--- src/rtl/assert_macros.svh ---
// ----------------------------------------------------------------------------
// Assertion macros
// Shared concurrent assertion macros; they compile away under SYNTHESIS.
// ----------------------------------------------------------------------------
`ifndef ASSERT_MACROS_SVH
`define ASSERT_MACROS_SVH

`ifndef SYNTHESIS

`define ASSERT_ALWAYS(lbl, clk, rst_n, expr) \
	lbl: assert property (@(posedge clk) disable iff (!(rst_n)) (expr)) \
	else $error("assertion failed");

`define ASSERT_IMPLY(lbl, clk, rst_n, ante, cons) \
	lbl: assert property (@(posedge clk) disable iff (!(rst_n)) (ante) |-> (cons)) \
	else $error("assertion failed");

`else

`define ASSERT_ALWAYS(lbl, clk, rst_n, expr)
`define ASSERT_IMPLY(lbl, clk, rst_n, ante, cons)

`endif

`endif

--- src/rtl/ssptu_pkg.sv ---
// ----------------------------------------------------------------------------
// ssptu_pkg
// Types and constants of the sprite scaler into planar tile memory.
// ----------------------------------------------------------------------------
package ssptu_pkg;

	localparam int CFG_INDEX_W = 3;
	localparam int CFG_DATA_W = 16;

	typedef enum logic [CFG_INDEX_W-1:0] {
		REG_WIDTH    = 3'd0,
		REG_HEIGHT   = 3'd1,
		REG_CENTER_X = 3'd2,
		REG_CENTER_Y = 3'd3,
		REG_STEP_X   = 3'd4,
		REG_STEP_Y   = 3'd5
	} cfg_reg_t;

	localparam int DEST_PIXEL_LIMIT = 8192;
	localparam logic [16:0] PIXEL_LIMIT = 17'(DEST_PIXEL_LIMIT);
	localparam logic [7:0] MASK_MSB = 8'h80;
	localparam logic signed [15:0] STEP_RESET = 16'sd256;

endpackage

--- src/rtl/sprite_scale_to_planar_tiles_unit.sv ---
// ----------------------------------------------------------------------------
// sprite_scale_to_planar_tiles_unit
// Scales a raster stream of 4-bit pixels into planar tile write commands.
// ----------------------------------------------------------------------------
// Source pixels enter on the input channel (pixel, first) in raster order.
// Each accepted pixel that lands inside the destination gives one beat on
// the output channel: the tile row byte, a one-hot column mask and the four
// plane bits, which the user ORs into bytes +0, +1, +16 and +17. Pixels that
// land outside, or come after the last row, give no beat.
// A pixel is taken into an input register and worked on in one combinational
// pass while it is held there. Its beat is loaded into the output register
// when the pixel leaves the input register, and out_valid rises with that
// load.
// One pixel is accepted every cycle while the input does not stall; the
// accumulator update that the next pixel needs is done in the same pass.
// When the receiver stalls, the output register holds its beat, and the
// input stalls only while the pending pixel would produce another beat.
// Configuration writes go through cfg_wr_en, cfg_index and cfg_data; each
// write of a center or step also updates the stored row start value.
// The asynchronous reset empties both registers, zeroes the accumulators
// and counters and loads the reset register values.
module sprite_scale_to_planar_tiles_unit (
	input  logic                                clk,
	input  logic                                arst_n,
	input  logic                                cfg_wr_en,
	input  logic [ssptu_pkg::CFG_INDEX_W-1:0]   cfg_index,
	input  logic [ssptu_pkg::CFG_DATA_W-1:0]    cfg_data,
	input  logic                                in_valid,
	output logic                                in_stall,
	input  logic [3:0]                          pixel,
	input  logic                                first,
	output logic                                out_valid,
	input  logic                                out_stall,
	output logic [14:0]                         byte_index,
	output logic [7:0]                          bit_mask,
	output logic [3:0]                          planes
);
	import ssptu_pkg::*;

	logic [7:0] width_q;
	logic [7:0] height_q;
	logic signed [15:0] center_x_q;
	logic signed [15:0] center_y_q;
	logic signed [15:0] step_x_q;
	logic signed [15:0] step_y_q;
	logic [31:0] start_x_q;
	logic [31:0] start_y_q;

	logic [31:0] acc_x_q;
	logic [31:0] acc_y_q;
	logic [7:0] column_q;
	logic [7:0] row_q;

	logic s1_valid_q;
	logic [3:0] pixel_s1;
	logic first_s1;

	logic out_valid_q;
	logic [14:0] byte_index_q;
	logic [7:0] bit_mask_q;
	logic [3:0] planes_q;

	cfg_reg_t cfg_sel;
	logic cfg_hits_y;
	logic cfg_hits_start;
	logic signed [15:0] mul_c;
	logic signed [15:0] mul_s;
	logic signed [31:0] mul_p;
	logic [31:0] start_new;

	logic [31:0] ax;
	logic [31:0] ay;
	logic [7:0] col;
	logic [7:0] rw;
	logic [7:0] px;
	logic [7:0] py;
	logic skip;
	logic in_bounds;
	logic [15:0] lin;
	logic [12:0] tile_row;
	logic [15:0] idx_sum;
	logic has_result;
	logic s1_adv;
	logic [7:0] col_inc;
	logic row_done;

	// Row start value: center*256 - center*step, recomputed on each write of a center or step.
	always_comb begin
		cfg_sel = cfg_reg_t'(cfg_index);
		cfg_hits_y = (cfg_sel == REG_CENTER_Y) || (cfg_sel == REG_STEP_Y);
		cfg_hits_start = (cfg_sel == REG_CENTER_X) || (cfg_sel == REG_STEP_X) || cfg_hits_y;
		mul_c = cfg_hits_y ? center_y_q : center_x_q;
		mul_s = cfg_hits_y ? step_y_q : step_x_q;
		if ((cfg_sel == REG_CENTER_X) || (cfg_sel == REG_CENTER_Y)) begin
			mul_c = signed'(cfg_data);
		end
		if ((cfg_sel == REG_STEP_X) || (cfg_sel == REG_STEP_Y)) begin
			mul_s = signed'(cfg_data);
		end
		mul_p = mul_c * mul_s;
		start_new = {{8{mul_c[15]}}, mul_c, 8'd0} - 32'(mul_p);
	end

	always_ff @(posedge clk or negedge arst_n) begin
		if (!arst_n) begin
			width_q <= '0;
			height_q <= '0;
			center_x_q <= '0;
			center_y_q <= '0;
			step_x_q <= STEP_RESET;
			step_y_q <= STEP_RESET;
			start_x_q <= '0;
			start_y_q <= '0;
		end else if (cfg_wr_en) begin
			case (cfg_sel)
				REG_WIDTH: width_q <= cfg_data[7:0];
				REG_HEIGHT: height_q <= cfg_data[7:0];
				REG_CENTER_X: center_x_q <= signed'(cfg_data);
				REG_CENTER_Y: center_y_q <= signed'(cfg_data);
				REG_STEP_X: step_x_q <= signed'(cfg_data);
				REG_STEP_Y: step_y_q <= signed'(cfg_data);
				default: ;
			endcase
			if (cfg_hits_start) begin
				if (cfg_hits_y) begin
					start_y_q <= start_new;
				end else begin
					start_x_q <= start_new;
				end
			end
		end
	end

	// Single pass over the pixel held in the input register.
	always_comb begin
		ax = first_s1 ? start_x_q : acc_x_q;
		ay = first_s1 ? start_y_q : acc_y_q;
		col = first_s1 ? 8'd0 : column_q;
		rw = first_s1 ? 8'd0 : row_q;
		px = ax[15:8];
		py = ay[15:8];
		skip = (width_q == 8'd0) || (rw >= height_q);
		lin = ({8'd0, py} * {8'd0, width_q}) + {8'd0, px};
		in_bounds = (ax[31:16] == 16'd0) && (px < width_q) &&
			(ay[31:16] == 16'd0) && (py < height_q) && ({1'b0, lin} < PIXEL_LIMIT);
		tile_row = {8'd0, py[7:3]} * {5'd0, width_q};
		idx_sum = 16'({tile_row, 2'b00}) + 16'({px[7:3], 5'd0}) + 16'({py[2:0], 1'b0});
		has_result = s1_valid_q && !skip && in_bounds;
		s1_adv = s1_valid_q && (!has_result || !out_valid_q || !out_stall);
		col_inc = col + 8'd1;
		row_done = col_inc >= width_q;
	end

	assign in_stall = s1_valid_q && !s1_adv;

	always_ff @(posedge clk or negedge arst_n) begin
		if (!arst_n) begin
			s1_valid_q <= 1'b0;
		end else if (!in_stall) begin
			s1_valid_q <= in_valid;
		end
	end

	always_ff @(posedge clk) begin
		if (in_valid && !in_stall) begin
			pixel_s1 <= pixel;
			first_s1 <= first;
		end
	end

	always_ff @(posedge clk or negedge arst_n) begin
		if (!arst_n) begin
			acc_x_q <= '0;
			acc_y_q <= '0;
			column_q <= '0;
			row_q <= '0;
		end else if (s1_adv) begin
			if (skip) begin
				acc_x_q <= ax;
				acc_y_q <= ay;
				column_q <= col;
				row_q <= rw;
			end else if (row_done) begin
				acc_x_q <= start_x_q;
				acc_y_q <= ay + 32'(step_y_q);
				column_q <= 8'd0;
				row_q <= rw + 8'd1;
			end else begin
				acc_x_q <= ax + 32'(step_x_q);
				acc_y_q <= ay;
				column_q <= col_inc;
				row_q <= rw;
			end
		end
	end

	always_ff @(posedge clk or negedge arst_n) begin
		if (!arst_n) begin
			out_valid_q <= 1'b0;
		end else if (s1_adv && has_result) begin
			out_valid_q <= 1'b1;
		end else if (!out_stall) begin
			out_valid_q <= 1'b0;
		end
	end

	always_ff @(posedge clk) begin
		if (s1_adv && has_result) begin
			byte_index_q <= idx_sum[14:0];
			bit_mask_q <= MASK_MSB >> px[2:0];
			planes_q <= pixel_s1;
		end
	end

	assign out_valid = out_valid_q;
	assign byte_index = byte_index_q;
	assign bit_mask = bit_mask_q;
	assign planes = planes_q;

`include "assert_macros.svh"

	`ASSERT_IMPLY(a_mask_onehot, clk, arst_n, out_valid_q, $onehot(bit_mask_q))
	`ASSERT_IMPLY(a_index_even, clk, arst_n, out_valid_q, !byte_index_q[0])
	`ASSERT_IMPLY(a_hold_input, clk, arst_n, has_result && out_valid_q && out_stall, in_stall)
	`ASSERT_IMPLY(a_result_needs_item, clk, arst_n, has_result, s1_valid_q && !skip)

endmodule

--- config.mk ---
export PLATFORM = sky130hd
export DESIGN_NAME = sprite_scale_to_planar_tiles_unit
export DESIGN_NICKNAME = d
export VERILOG_FILES = /design/src/rtl/ssptu_pkg.sv /design/src/rtl/sprite_scale_to_planar_tiles_unit.sv
export VERILOG_INCLUDE_DIRS = /design/src /design/src/rtl
export SDC_FILE = /design/constraint.sdc
export NUM_CORES = 2
export LEC_CHECK = 0
export BUFFER_PORTS_ARGS = -buffer_cell sky130_fd_sc_hd__buf_2
export CAP_MARGIN = 10
export CORE_MARGIN = 3
export CORE_UTILIZATION = 50
export DETAILED_ROUTE_END_ITERATION = 8
export PLACE_DENSITY = 0.66
export SKIP_CTS_REPAIR_TIMING = 1
export SLEW_MARGIN = 30
export SYNTH_ARGS = -nofsm -noshare
export SYNTH_HDL_FRONTEND = slang
export SYNTH_SLANG_ARGS = --single-unit
--- constraint.sdc ---
create_clock -name clk -period 10.7 [get_ports clk]
set_clock_uncertainty 0.05 [all_clocks]
set_input_delay 1.07 -clock clk [delete_from_list [all_inputs] [get_ports clk]]
set_output_delay 1.07 -clock clk [all_outputs]
set_load 0.01 [all_outputs]
Word-level counts from Yosys, hierarchy flattened. Index checks and enable logic that the tools add are counted. Widths: inputs -> output; s select.

Memories: 0. Latch bits: 0. Output and inout port bits: 29. Word-level logic and storage cells: 97. ROM bits: 0. Input bits: 29. Bits in registers: 258. RAM bits: 0.

Div/mod/pow operators: 0. Reductions and logical operators: 36. Bitwise gates (word level): 1. Shift-type cells: 1. Equal/unequal tests: 6. Muxes and demuxes: 18. Multiply operators: 3. Magnitude comparators: 5. $add $sub $neg: 8.

Operators with widths (number): $mux 32 (6); $add 32x32->32 (2); $mux 16 (4); $mux 8 (6); $logic_not 16->1 (2); $mul 16x16->32 (1); $sub 32x32->32 (1); $add 16x8->16 (1); $add 8x1->8 const B (2); $ge 8x8->1 (2); $lt 16x14->1 const B (1); $lt 8x8->1 (2); $mul 8x8->16 (1); $add 15x10->15 (1); $add 15x4->15 (1); $mul 5x8->13 (1); $reduce_and 2->1 (6); $logic_and 1x1->1 (10); $logic_not 8->1 (1); $logic_or 1x1->1 (8); $shr 8x3->8 const A (1); $eq 3x2->1 const B (2); $eq 3x3->1 const B (2); $logic_not 1->1 (6); other kinds (6) (8).

Longest topological paths before layout.
Word-level depth: 15. Mapped depth: 32. Mapped depth without buffers: 29.

Worst setup path after synthesis. Ideal clock, no wire load.

Path kind: input-to-reg. Start point: in cfg_index[0] in the netlist's numbering. End point: reg start_y_q[21]. Stages on the path: 28. Path slack: 2451 ps. Library setup time: 132 ps. Data arrival time: 8067 ps. Data required time: 10518 ps. Path buffers: 4. Cell sequence: clkbuf_1 > nor2b_1 > clkbuf_1 > buf_1 > mux2_2 > a21oi_1 > clkbuf_1 > nor2_1 > fa_1 > fa_1 > inv_1 > fa_1 > fa_1 > fa_1 > inv_1 > fa_1 > inv_1 > ha_1 > a21o_1 > a21oi_1 > nor2b_1 > a311oi_1 > a21boi_1 > o31ai_1 > nand2b_1 > a21oi_1 > xor2_1 > o21ai_0.

Longest elaborated chain between the ends: 6. Elaborated cells on any way between the ends: 16. Classes of those cells: add/sub (1); mul (1); eq/ne (4); mux (4); reduce/logical (6).

Ends and longest elaborated chain: start, declared (line sprite_scale_to_planar_tiles_unit.sv:26) `input logic [ssptu_pkg::CFG_INDEX_W-1:0] cfg_index,`; $eq 3x2->1 or $eq 3x3->1 (tied branches) (line sprite_scale_to_planar_tiles_unit.sv:90, sprite_scale_to_planar_tiles_unit.sv:94, sprite_scale_to_planar_tiles_unit.sv:97); $logic_or 1x1->1 (line sprite_scale_to_planar_tiles_unit.sv:90) `cfg_hits_y = (cfg_sel == REG_CENTER_Y) || (cfg_sel == REG_STEP_Y);`; $mux 16, on equally long branches (line sprite_scale_to_planar_tiles_unit.sv:92, sprite_scale_to_planar_tiles_unit.sv:93); $mux 16, on equally long branches (line sprite_scale_to_planar_tiles_unit.sv:94, sprite_scale_to_planar_tiles_unit.sv:97); $mul 16x16->32 (line sprite_scale_to_planar_tiles_unit.sv:100) `mul_p = mul_c * mul_s;`; $sub 32x32->32 (line sprite_scale_to_planar_tiles_unit.sv:101) `start_new = {{8{mul_c[15]}}, mul_c, 8'd0} - 32'(mul_p);`; end signal, assigned (line sprite_scale_to_planar_tiles_unit.sv:126) `start_y_q <= start_new;`; end, declared (line sprite_scale_to_planar_tiles_unit.sv:47) `logic [31:0] start_y_q;`.

Several ways; a longest one is shown, not always the timed one. A chain may end at the register's enable or synchronous reset.

Final worst setup path.
Start point: in cfg_index[2] in the netlist's numbering. End point: reg start_x_q[31].

Longest elaborated chain between the ends: 6. Elaborated cells on any way between the ends: 17. Classes of those cells: add/sub (1); mul (1); eq/ne (4); mux (4); bitwise (1); reduce/logical (6).

Ends and longest elaborated chain: $eq 3x2->1 or $eq 3x3->1 (tied branches) (line sprite_scale_to_planar_tiles_unit.sv:90, sprite_scale_to_planar_tiles_unit.sv:94, sprite_scale_to_planar_tiles_unit.sv:97); $logic_or 1x1->1 (line sprite_scale_to_planar_tiles_unit.sv:90); $mux 16, on equally long branches (line sprite_scale_to_planar_tiles_unit.sv:92, sprite_scale_to_planar_tiles_unit.sv:93); $mux 16, on equally long branches (line sprite_scale_to_planar_tiles_unit.sv:94, sprite_scale_to_planar_tiles_unit.sv:97); $mul 16x16->32 (line sprite_scale_to_planar_tiles_unit.sv:100); $sub 32x32->32 (line sprite_scale_to_planar_tiles_unit.sv:101); end signal, assigned (line sprite_scale_to_planar_tiles_unit.sv:128) `start_x_q <= start_new;`; end, declared (line sprite_scale_to_planar_tiles_unit.sv:46) `logic [31:0] start_x_q;`.

Several ways; a longest one is shown, not always the timed one.

==> impl_metrics.toml <==
[route]
detailedRoute.firstIterationViolations = 1547
avgViaCountPerCell = 5.675
drt_pre_antenna_iters = 5
routedWlPerCell_microns = 20.29
remaining_drc_errors = 0
vias = 23130
drt.antenna.violating_nets = 0
routed_wirelength_mm = 82.70

[placed_design]
post-dp-hpwl_mm = 65.28
gp_routability_congestion = 0.9412
numPortBuffers = 56

[clock_network]
worst_skew_pair.late_latency_ns = 0.58
cts_max_path_buffers = 3
h_tree_depth = 1
clock_tree.root_cell = "sky130_fd_sc_hd__clkbuf_16"
clkTransAtPathRegs_ns = 0.06
cts-buffers-inserted = 30
clock_sinks = 257
tritoncts = "built"

[worst_hold_path]
hold_path_depth = 0
hp-start = "pixel_s1[2]$_DFFE_PP_"
hold_class = "reg2reg"

[logic_synthesis]
postSynthNetCount = 3875
ys_async_sr_fraction_pct = 87.94
yosys.area.top_type = "sky130_fd_sc_hd__fa_1"
ys_top_cells_by_area = "sky130_fd_sc_hd__fa_1, sky130_fd_sc_hd__dfrtp_1, sky130_fd_sc_hd__ha_1"
synth_top_area_share_pct = 22.98
synth-edff-count = 31
ys_seq_elements = 257
synth_area_sq_um = 29620
syn-instance-count = 3261
ys.warnings.count = 0
ys_seq_area_share_pct = 22.25
synth_ff_type = "sky130_fd_sc_hd__dfrtp_1"
yosys.cell_types.count = 81
synth_area_per_cell_sq_um = 9.082

[finish]
most_common_cell_after_layout_fill_and_taps_aside = "sky130_fd_sc_hd__inv_1"
final_layout_size_suffix_gt1_share_pct = 9.967
antenna-diode-count = 0
final_nets = 3904
n_fill_cell = 5238
syn_to_final_growth_pct = 7.795
multi_input_comb_area_sq_um = 20650
layout.area.seq_sq_um = 6589
most_frequent_cells_in_the_layout = "sky130_fd_sc_hd__inv_1, sky130_fd_sc_hd__nand2_1, sky130_fd_sc_hd__fa_1"

[global_routing]
grt.overflow.total = 0
grt_antenna_before_repair = 1
grtUsageTotal_pct = 26.68
first_global_vias = 24290
grt_pass1_wl_mm = 133.3
grt_start_max_net_pins = 103

[floorplan]
core.rowCount = 88
fp.dieArea_sq_um = 62190
die_h_microns = 249.4
die_w_microns = 249.4
placeableCoreArea_sq_um = 58140
io_pins = 58
starting_density_of_the_core_pct = 50.94

[setup_path]
crit-reg2reg-launch = "first_s1$_DFFE_PP_"
critPathKind = "in2reg"
startpoint = "cfg_index[2]"
cp-start-kind = "primary input"
worstReg2RegEnd = "acc_y_q[31]$_DFFE_PN0P_"
cp.arrival_ns = 9.14
critical_path.slowest_cell = "sky130_fd_sc_hd__fa_1"
delay_of_the_slowest_cell_on_the_worst_path_ns = 0.55
reg2regPathDepth = 24
timing.reg2reg.setup_slack_ns = 2.72
crit_top_cell = "sky130_fd_sc_hd__fa_1"
cp_data_required_time_ns = 11.07
crit_fanout = 28
endpoint_kind = "register"
timing.critical_path.to = "start_x_q[31]$_DFFE_PN0P_"

[sta]
final-max-slew-violation-count = 0
worstMarginPinSlew_ns = 1.025
period_needed_ns = 8.771
setup_violations = 0
fmax_mhz = 114.0
max_slew_margin_pct = 31.69
fin_crit_sh_pct = 81.98
timing.final.hold_violations = 0
grt_setup_unrepaired = "false"
final.setup.tns_ns = 0

[status]
outcome = "completed"

[job]
maxCapViolations = 0
==> final cells by class <==
type	count	share of cell area (%)
clock buffers	42	2.881
repair buffers	105	2.085
flip-flops and latches	257	20.64
inverters	534	6.279
clock inverters	11	0.4350
multi-input cells	2362	64.68
well taps	765	2.998
==> Yosys cell counts (all sizes together), types with 6 or more instances <==
cell type / count
inv: 517
nand2: 384
fa: 340
nor2: 271
ha: 245
dfrtp: 224
o21ai: 195
a21oi: 151
mux2: 137
mux2i: 86
clkbuf: 71
xnor2: 68
a21o: 47
xor2: 43
nor2b: 38
buf: 37
nand2b: 34
nor3: 33
edfxtp: 31
nand3: 29
o211ai: 25
and2: 24
a211oi: 22
nor4: 20
o21a: 18
clkinv: 17
o31ai: 17
o21bai: 13
a22o: 12
nand4: 11
or2: 10
a31oi: 8
a211o: 7
a21boi: 7
and3: 7
or3: 7
a2111oi: 6
==> flip-flops by register name, summed over array words and instances, names as in the netlist, 4 cells and up <==
register,cells
start_y_q,32
planes,4
center_y_q,16
step_x_q,16
pixel_s1,4
step_y_q,16
byte_index,14
height_q,8
center_x_q,16
acc_x_q,32
column_q,8
acc_y_q,32
width_q,8
row_q,8
start_x_q,32
bit_mask,8
==> kinds of logic after synthesis <==
| family | count (synthesis) | synth area share, % |
|---|---|---|
| AO/OA/AOI/OAI | 554 | 11.58 |
| AND/OR/NAND/NOR | 888 | 13.15 |
| XOR/XNOR | 111 | 3.283 |
| other | 1 | 0.01266 |
| flip-flops | 257 | 22.25 |
| adder cells (fa/ha/maj) | 585 | 33.33 |
| buffers and inverters | 642 | 8.251 |
| multiplexers | 223 | 8.141 |
==> critical path: cells and delay by family <==
kind            cells  cell delay (ns)
mux                 1             0.23
compound gates      8             2.28
simple gates        4             0.48
xor+xnor            1             0.16
buf+inv             6             1.56
fa+ha+maj           7             3.32
==> metrics by stage <==
stage               std cells  utilization, %  cell area (sq um)  hold WS (ns)  setup slack (ns)
floorplan                3261               -              29620        0.3503             2.451
global placement         4020           53.02              30830        0.3546             1.643
detailed placement       4023           53.09              30860        0.3592             1.533
CTS                      4076           54.91              31920        0.3754             2.110
global route             4076           54.91              31920        0.3942             1.612
finish                   4076           54.91              31920        0.3736             1.929
==> how the worst min path moves through the flow <==
stage / endpoint
2_1_floorplan: planes[0]$_DFFE_PP_
3_3_place_gp: planes[2]$_DFFE_PP_
3_5_place_dp: planes[2]$_DFFE_PP_
4_1_cts: planes[2]$_DFFE_PP_
5_1_grt: planes[1]$_DFFE_PP_
6_report: planes[2]$_DFFE_PP_
==> per-layer routing <==
layer | track usage, % | wire length, microns | vias to the layer above
met5 | 0 | 2 | -
met4 | 9.549 | 3403 | 2
met3 | 2.939 | 4716 | 176
met2 | 46.09 | 39910 | 712
met1 | 34.81 | 34660 | 11540
li1 | - | - | 10700
Power is not shown: default switching activity piles up to over one toggle a cycle in this logic, so the estimate is an artifact.
